<file path="config.mk">
export PLATFORM = sky130hd
export DESIGN_NAME = gmt_word_xform
export DESIGN_NICKNAME = d
export VERILOG_FILES = /design/src/rtl/gmt_pkg.sv /design/src/rtl/gmt_word_xform.sv
export SDC_FILE = /design/constraint.sdc
export NUM_CORES = 1
export LEC_CHECK = 0
export ABC_AREA = 1
export ABC_CLOCK_PERIOD_IN_PS = 2550
export BUFFER_PORTS_ARGS = -buffer_cell sky130_fd_sc_hd__buf_2
export CAP_MARGIN = 20
export CORE_MARGIN = 10
export CORE_UTILIZATION = 55
export DETAILED_ROUTE_END_ITERATION = 7
export PLACE_DENSITY_LB_ADDON = 0.1
export SLEW_MARGIN = 20
export SYNTH_ARGS = -nofsm -noshare
export SYNTH_HDL_FRONTEND = slang
export SYNTH_SLANG_ARGS = --single-unit
</file>
<file path="constraint.sdc">
create_clock -name vclk -period 2.55
set_input_delay 0 -clock vclk [all_inputs]
set_output_delay 0 -clock vclk [all_outputs]
set_load 0.005 [all_outputs]
</file>
<file path="src/rtl/gmt_pkg.sv">
// Shared types, codes and constants of the GF(2) Moebius transform engine.
`timescale 1ns / 1ps

package gmt_pkg;

    // Bits per table word and its base-two logarithm.
    localparam int WORD_BITS = 64;
    localparam int LOG_WORD  = 6;

    // Default for the largest supported variable count.
    localparam int MAX_VARS_DEF = 16;

    // Field widths.
    localparam int REQ_W = 2;
    localparam int IDX_W = 10;
    localparam int NV_W  = 5;
    localparam int ST_W  = 2;

    // Variable count after reset.
    localparam logic [NV_W-1:0] NUM_VARS_RST = NV_W'(6);

    // Request codes.
    localparam logic [REQ_W-1:0] REQ_WRITE = 2'd0;
    localparam logic [REQ_W-1:0] REQ_READ  = 2'd1;
    localparam logic [REQ_W-1:0] REQ_XFORM = 2'd2;

    // Status codes.
    localparam logic [ST_W-1:0] ST_WRITE = 2'd0;
    localparam logic [ST_W-1:0] ST_READ  = 2'd1;
    localparam logic [ST_W-1:0] ST_XFORM = 2'd2;

    typedef struct packed {
        logic [REQ_W-1:0]     req_type;
        logic [IDX_W-1:0]     word_index;
        logic [WORD_BITS-1:0] write_data;
    } t_req;

    typedef struct packed {
        logic [WORD_BITS-1:0] read_data;
        logic [ST_W-1:0]      status;
    } t_resp;

endpackage

</file>
<file path="src/rtl/gmt_word_xform.sv">
// In-word Moebius butterflies for the six variables that live inside one table word.
`timescale 1ns / 1ps

module gmt_word_xform (
    input  logic [gmt_pkg::WORD_BITS-1:0] i_word,
    input  logic [2:0]                    i_nv,
    output logic [gmt_pkg::WORD_BITS-1:0] o_word
);

    localparam logic [gmt_pkg::WORD_BITS-1:0] LOW_HALF [gmt_pkg::LOG_WORD] = '{
        64'h5555555555555555, 64'h3333333333333333, 64'h0F0F0F0F0F0F0F0F,
        64'h00FF00FF00FF00FF, 64'h0000FFFF0000FFFF, 64'h00000000FFFFFFFF
    };

    logic [gmt_pkg::WORD_BITS-1:0] w;
    logic [gmt_pkg::WORD_BITS-1:0] keep;

    // i_nv is the variable count clipped to six; with fewer variables only the
    // low 2^i_nv bits belong to the table and the rest are kept as they were.
    always_comb begin
        w = i_word;
        for (int s = 0; s < gmt_pkg::LOG_WORD; s++) begin
            if (3'(s) < i_nv) begin
                w = w ^ ((w & LOW_HALF[s]) << (1 << s));
            end
        end
        if (i_nv >= 3'(gmt_pkg::LOG_WORD)) begin
            keep = '1;
        end else begin
            keep = (64'(1) << (7'(1) << i_nv)) - 64'(1);
        end
        o_word = (w & keep) | (i_word & ~keep);
    end

endmodule

</file>
==> impl_metrics.env, run 1 <==
export IMPL_status="complete, no violations"
export IMPL_cellInternalPower_mw=0.680
export IMPL_path_max_fanout=27
export IMPL_ant_nets=0
export IMPL_ios=131
export IMPL_crit_path_end="o_word[62]"
export IMPL_drive_gt1_share_pct=20.0
export IMPL_required_ps=2550
export IMPL_finalSetupTns_ps=0
export IMPL_p_sw_mw=1.06
export IMPL_seqPwrFrac_pct=0
export IMPL_place_hpwl_mm=13.5
export IMPL_synthTopCellsByArea="nand2_1 29%, xor2_1 12%, xnor2_1 12%"
export IMPL_synth_top_area_share_pct=28.9
export IMPL_area_growth_pct=18.0
export IMPL_yosysUniqueCellTypes=41
export IMPL_vdd_drop_max_mv=0.143
export IMPL_rsz0062_at_grt="false"
export IMPL_leakagePower_nw=2.98
export IMPL_min_period_ps=2270
export IMPL_cap_violations=0
export IMPL_avgViaCountPerCell=5.38
export IMPL_flops_and_latches=0
export IMPL_power_mw=1.74
export IMPL_yosys_warnings=0
export IMPL_p_comb_share_pct=100.0
export IMPL_port_buffers=131
export IMPL_worstPathArrival_ps=2270
export IMPL_drv_slew=0
export IMPL_report_final_setup_viol=0
export IMPL_crit_path_start_kind="primary input"
export IMPL_yosys_area_top_type="nand2_1"
export IMPL_synthCells=825
export IMPL_layout_nets=1013
export IMPL_power_density_nw_per_um2=349
export IMPL_antenna_found_initial=0
export IMPL_hold_viol=0
export IMPL_post_cts_setup_buffers=0
export IMPL_grt_pass1_vias=5433
export IMPL_wl_mm=16.3
export IMPL_clockPowerShare_pct=0
export IMPL_drcViolationCount=0
export IMPL_place_congestion=1.03
export IMPL_wl_per_cell_um=15.6
export IMPL_grt_ovfl_total=0
export IMPL_num_rows=31
export IMPL_drtIter0Drc=397
export IMPL_die_area_um2=11600
export IMPL_die_w_um=108
export IMPL_start_util_pct=57.4
export IMPL_diodes=0
export IMPL_synth_yosys_seq_area_share_pct=0
export IMPL_die_y_um=108
export IMPL_track_usage_pct=26.8
export IMPL_core_area_um2=7370
export IMPL_via_count=5605
export IMPL_clock_buffers=0
export IMPL_max_clock_freq_ghz=0.440
export IMPL_dr_pass1_iters=5
export IMPL_fin_util_pct=67.7
export IMPL_worstHoldPathType="primary input to output pin"
export IMPL_syn_num_nets=893
export IMPL_synth_area_um2=4230
export IMPL_seq_area_um2=0
export IMPL_syn_avg_cell_area_um2=5.13
export IMPL_grt_pass1_wl_mm=25.9
export IMPL_max_slew_worst_pin_slew_ps=697
export IMPL_crit_type="primary input to output pin"
export IMPL_startpoint="i_nv[1]"
export IMPL_end_kind="output pin"
export IMPL_slew_headroom_pct=53.5
export IMPL_whs_ps=261
export IMPL_netSwitchingFraction_pct=60.9
export IMPL_fin_crit_sh_pct=89.1
export IMPL_grt_max_degree=31
==> area by class of cell <==
cell class                      instances  area (µm²)
Timing Repair Buffer                  151         818
Inverter                              104         400
Tap cell                               99         124
Multi-Input combinational cell        688        3650
Fill cell                             744        2380
==> through the flow <==
| stage | instance area (µm²) | std cells | setup slack [ps] |
|---|---|---|---|
| final | 4990 | 1042 | 277 |
| after global routing | 4990 | 1042 | 25.8 |
| after CTS | 4980 | 1042 | 276 |
| after detailed placement | 4980 | 1042 | 284 |
| after global placement | 4980 | 1042 | 358 |
| after floorplan | 4230 | 825 | 644 |
==> layer usage <==
metal	vias to the layer above	GRT usage, %	share of wire [%]
met5	-	0	0
met4	0	9.26	3.9
met3	35	3.77	9.5
met2	280	46.6	46
met1	2523	32.6	41
li1	2767	-	-
==> worst min-delay path by stage <==
stage               startpoint          to  slack, ps  cells after the start
floorplan           i_word[32]  o_word[32]         60                      1
global placement     i_word[0]   o_word[0]        260                      2
detailed placement   i_word[0]   o_word[0]        260                      2
CTS                  i_word[0]   o_word[0]        260                      2
global route         i_word[0]   o_word[0]        280                      2
finish               i_word[0]   o_word[0]        260                      2
==> timing repair <==
item                       CTS  global route
hold endpoints to repair     0             0
hold buffers                 0             0
resized for setup            0             2
setup endpoints to repair    0             3
==> critical path, stage by stage <==
cell     delay, ps
buf_2          150
inv_2          170
nand2_8        170
nand2_1        120
xor2_1         250
inv_1           70
nand3_1         90
nand3_1        130
xnor2_1        380
nand2_1        120
xor2_1         270
nand2_1         80
nand2_1         70
nand3_1         50
buf_2          130
==> power groups by stage <==
stage | Combinational (mW) | Clock [mW] | Sequential (mW)
after floorplan | 1.17 | 0 | 0
after global placement | 1.68 | 0 | 0
after detailed placement | 1.72 | 0 | 0
after CTS | 1.72 | 0 | 0
after global routing | 1.93 | 0 | 0
final | 1.74 | 0 | 0
==> Yosys cell counts (all sizes together) (2+ instances only) <==
master and instances:
a21oi 5, a31oi 3, buf 21, clkbuf 12, clkinv 2, inv 102, nand2 336, nand3 73
nor2 66, o211ai 7, o21ai 55, or2 7, xnor2 61, xor2 65
==> cell usage in the layout (no fill, tap or decap), types with 5 or more instances in the layout <==
cell type	count
nand2_1	325
buf_2	131
inv_1	97
nand3_1	71
nor2_1	60
xor2_1	58
xnor2_1	57
o21ai_0	45
buf_4	19
o21ai_1	10
nand2_2	8
xor2_2	7
o211ai_1	7
a21oi_1	5
==> kinds of logic after synthesis <==
logic type	share of synthesized area, %
adder cells (fa/ha/maj)	0.296
AO/OA/AOI/OAI	10.1
AND/OR/NAND/NOR	47.6
buffers and inverters	14.0
XOR/XNOR	28.0
Note: power is estimated with default switching activity, not from simulation.
==> run 2: changes to the inputs <==
Settings changed: PLACE_DENSITY_LB_ADDON 0.1 to 0.2.
==> run 2 against run 1 <==
  * Sequential cell count did not move
  * Power is 0.86% lower
  * Via count about the same
  * Die area unchanged
  * Critical path type unchanged
  * Critical endpoint is now o_word[61]
  * Largest cell class unchanged
  * Largest power group unchanged
==> impl_metrics.env, run 2 (synthesized netlist as in run 1, its figures left out) <==
export IMPL_status="complete, no violations"
export IMPL_drive_gt1_share_pct=20.0
export IMPL_track_usage_pct=26.5
export IMPL_min_period_ps=2280
export IMPL_mostFrequentLayoutCell="nand2_1"
export IMPL_diodes=0
export IMPL_avgViaCountPerCell=5.38
export IMPL_rsz0062_at_grt="false"
export IMPL_post_place_cells=1042
export IMPL_ios=131
export IMPL_die_w_um=108
export IMPL_worstHoldPathType="primary input to output pin"
export IMPL_grt_pass1_wl_mm=25.7
export IMPL_power_density_nw_per_um2=347
export IMPL_port_buffers=131
export IMPL_layout_nets=1013
export IMPL_drtIter0Drc=391
export IMPL_wl_mm=16.2
export IMPL_die_y_um=108
export IMPL_drv_slew=0
export IMPL_finalSetupTns_ps=0
export IMPL_grt_ovfl_total=0
export IMPL_grt_pass1_vias=5423
export IMPL_vdd_drop_max_mv=0.166
export IMPL_max_slew_worst_pin_slew_ps=699
export IMPL_required_ps=2550
export IMPL_report_final_setup_viol=0
export IMPL_seq_area_um2=0
export IMPL_crit_type="primary input to output pin"
export IMPL_fin_crit_sh_pct=89.5
export IMPL_max_clock_freq_ghz=0.438
export IMPL_post_cts_setup_buffers=0
export IMPL_place_congestion=0.961
export IMPL_end_kind="output pin"
export IMPL_hold_viol=0
export IMPL_core_area_um2=7370
export IMPL_num_rows=31
export IMPL_finalNonFillerCells=1042
export IMPL_drcViolationCount=0
export IMPL_cap_violations=0
export IMPL_final_cell_mix="325 x nand2_1, 131 x buf_2, 97 x inv_1"
export IMPL_area_growth_pct=17.8
export IMPL_die_area_um2=11600
export IMPL_crit_path_start_kind="primary input"
export IMPL_slew_headroom_pct=53.4
export IMPL_worstPathArrival_ps=2280
export IMPL_power_mw=1.73
export IMPL_hold_depth=2
export IMPL_flops_and_latches=0
export IMPL_start_util_pct=57.4
export IMPL_dr_pass1_iters=5
export IMPL_place_hpwl_mm=13.4
export IMPL_ant_nets=0
export IMPL_path_max_fanout=15
export IMPL_grt_max_degree=31
export IMPL_antenna_found_initial=0
export IMPL_wl_per_cell_um=15.5
export IMPL_clock_buffers=0
export IMPL_via_count=5601
export IMPL_leakagePower_nw=2.98
-- run 2: cell types whose count changed in the layout (fill, tap and decap cells not counted) --
cell,change
buf_12,-1
xnor2_2,+1
xnor2_1,-1
nand3_1,+1
buf_6,+1
nand3_2,-1
-- run 2: worst paths after layout --
check / from / to / slack [ps]
min: i_word[0] / o_word[0] / 270
max: i_nv[1] / o_word[61] / 270
-- run 2: metrics by stage --
step / setup WS, ps / utilization (%) / cell area, µm² / hold WS, ps
floorplan: 644 / - / 4230 / 55.4
global placement: 311 / 67.4 / 4970 / 261
detailed placement: 270 / 67.4 / 4970 / 266
CTS: 268 / 67.4 / 4970 / 267
global route: 47.1 / 67.6 / 4980 / 281
finish: 268 / 67.6 / 4980 / 267
-- run 2: where the power goes --
group,internal (mW),leakage (nW),switching (mW)
Clock,0,0,0
Sequential,0,0,0
Combinational,0.677,2.98,1.05
Total,0.677,2.98,1.05
-- run 2: final cells by class --
| type | instances | area [µm²] |
|---|---|---|
| inverter | 104 | 400 |
| tap | 99 | 124 |
| timing repair buffer | 151 | 810 |
| multi-input combinational | 688 | 3650 |
| fill | 718 | 2390 |
-- run 2: layer usage --
metal | track usage [%] | part of all wire, %
met4 | 10.7 | 4.4
met5 | 0 | 0
met1 | 32.3 | 40
met3 | 4.13 | 9.5
met2 | 45.1 | 46
-- run 2: what timing repair did --
action,CTS,global route
endpoints found under the setup margin,0,2
resized for setup,0,3
hold buffers,0,0
-- run 2: worst max-delay path: stages --
cell      delay [ps]
buf_2            190
inv_2            130
nor2_4           120
nand2_2           90
clkinv_4          60
buf_4            230
nor2_1           110
xnor2_2          300
nand2_1          150
xor2_2           290
nand2_1           80
nand3_1          110
nand2_1           80
nand3_1           70
nand3_1           80
nand2_1           70
buf_2            110
==> run 3: changes to the inputs <==
Settings changed: ABC_CLOCK_PERIOD_IN_PS 2550 to 2000, CORE_UTILIZATION 55 to 50.
Clock period 2.55 ns to 2 ns, I/O delays scaled along.
==> run 3 against run 2 <==
  * Power increased by 57%
  * Utilization grew 5.3 points
  * Routed wire length is 4.2% higher
  * Global-route usage fell by 3.1 points
  * Via count is 2.5% higher
  * First-iteration DRC count rose by 13%
  * Critical path type unchanged
  * Design area increased by 20%
  * Sequential share of layout area is the same
  * Non-clock buffer count rose by 71
  * Die area up 8.1%
  * Highest routed layer unchanged
  * Combinational power is 57% higher
  * Sequential cell count is the same
==> impl_metrics.env, run 3 (synthesized netlist as in run 1, its figures left out) <==
export IMPL_drv_slew=0
export IMPL_wl_per_cell_um=15.1
export IMPL_flops_and_latches=0
export IMPL_multiInputGateArea_um2=3960
export IMPL_rsz0062_at_grt="true"
export IMPL_crit_type="primary input to output pin"
export IMPL_end_kind="output pin"
export IMPL_avgViaCountPerCell=5.13
export IMPL_leakagePower_nw=3.46
export IMPL_diodes=0
export IMPL_area_growth_pct=41.6
export IMPL_track_usage_pct=23.4
export IMPL_worstHoldPathType="primary input to output pin"
export IMPL_seq_area_um2=0
export IMPL_post_place_cells=1102
export IMPL_drtIter0Drc=443
export IMPL_layout_nets=1084
export IMPL_path_max_fanout=6
export IMPL_drcViolationCount=0
export IMPL_port_buffers=131
export IMPL_crit_chain="buf_8, nor2_4, buf_4, buf_4, nand3_1, nand3_2, nand3_1, nand2_2, nand2_1, nand2_1, nand3_1, nand2_1, inv_1, nor2_1, nor2_1, nor2_1, nand2_1, nand3_1, nand2_1, buf_2"
export IMPL_slew_headroom_pct=72.2
export IMPL_fin_crit_sh_pct=98.7
export IMPL_die_y_um=112
export IMPL_wl_mm=16.9
export IMPL_start_util_pct=51.5
export IMPL_power_density_nw_per_um2=453
export IMPL_finalSetupTns_ps=0
export IMPL_crit_slowest_cell="buf_4"
export IMPL_fin_area_um2=5990
export IMPL_whs_ps=266
export IMPL_clock_buffers=0
export IMPL_cap_violations=0
export IMPL_dpl_cell_area_um2=5430
export IMPL_crit_path_frequent_cell="nand2_1"
export IMPL_grt_max_degree=31
export IMPL_ios=131
export IMPL_dr_pass1_iters=5
export IMPL_die_area_um2=12500
export IMPL_antenna_found_initial=0
export IMPL_ant_nets=0
export IMPL_cpPeakStageDelay_ps=180
export IMPL_grt_pass1_wl_mm=25.3
export IMPL_crit_path_start_kind="primary input"
export IMPL_status="complete, no violations"
export IMPL_report_final_setup_viol=0
export IMPL_fill_cells=766
export IMPL_max_clock_freq_ghz=0.506
export IMPL_final_cell_mix="303 x nand2_1, 128 x buf_2, 95 x inv_1"
export IMPL_place_hpwl_mm=13.4
export IMPL_grt_pass1_vias=5255
export IMPL_via_count=5742
export IMPL_vdd_drop_max_mv=0.181
export IMPL_place_congestion=0.969
export IMPL_max_slew_worst_pin_slew_ps=417
export IMPL_hold_viol=0
export IMPL_mostFrequentLayoutCell="nand2_1"
export IMPL_num_rows=33
export IMPL_drive_gt1_share_pct=31.7
export IMPL_finalNonFillerCells=1119
export IMPL_grt_ovfl_total=0
export IMPL_worstPathArrival_ps=1970
export IMPL_min_period_ps=1970
export IMPL_die_w_um=112
export IMPL_core_area_um2=8220
export IMPL_required_ps=2000
[run 3: changes by cell type in the layout (fill, tap and decap cells not counted), moves of 4 or more]
cell,change
xor2_2,+8
nand3_2,+10
xnor2_1,-4
nand2_1,-22
nor2_2,+6
buf_12,+5
xor2_1,-9
o21ai_0,-6
nand3_1,-11
nor2_1,-9
buf_4,+62
nand2_2,+20
[run 3: area by class of cell]
| type | count | share of cell area [%] |
|---|---|---|
| Inverter | 104 | 6.93 |
| Multi-Input combinational cell | 688 | 66.0 |
| Tap cell | 105 | 2.19 |
| Timing Repair Buffer | 222 | 24.8 |
[run 3: final timing paths]
check	startpoint	to	slack (ps)	cells after the start
worst min-delay path	i_word[0]	o_word[0]	270	2
worst max-delay path	i_nv[0]	o_word[63]	30	20
[run 3: where the power goes]
group / internal (mW) / switching (mW)
clock: 0 / 0
combinational: 1.21 / 1.51
sequential: 0 / 0
[run 3: layer usage]
metal / track usage, % / up-vias / routed length [µm]
met3: 3.17 / 26 / 1360
met2: 41.4 / 234 / 8100
met5: 0 / - / 0
met1: 29.0 / 2574 / 6980
met4: 5.84 / 0 / 412
li1: - / 2908 / -
[run 3: worst max-delay path: cells and delay by family]
family	cells	cell delay, ps
AND/OR/NAND/NOR	15	1370
buffers and inverters	5	590
[run 3: per-stage QoR]
stage               setup WS (ps)  power, mW  util, %
floorplan                    94.4       1.49        -
global placement           -0.943       2.40     66.1
detailed placement          -51.3       2.42     66.1
CTS                         -2.39       2.43     66.3
global route                 -178       2.98     72.9
finish                       25.4       2.71     72.9
[run 3: what timing repair did]
action                     4_1_cts  5_1_grt
setup endpoints to repair        5       21
gates resized for setup          4       98
cloned                           0        3
setup buffers                    0       14
pin swaps                        1       25
hold buffers                     0        0
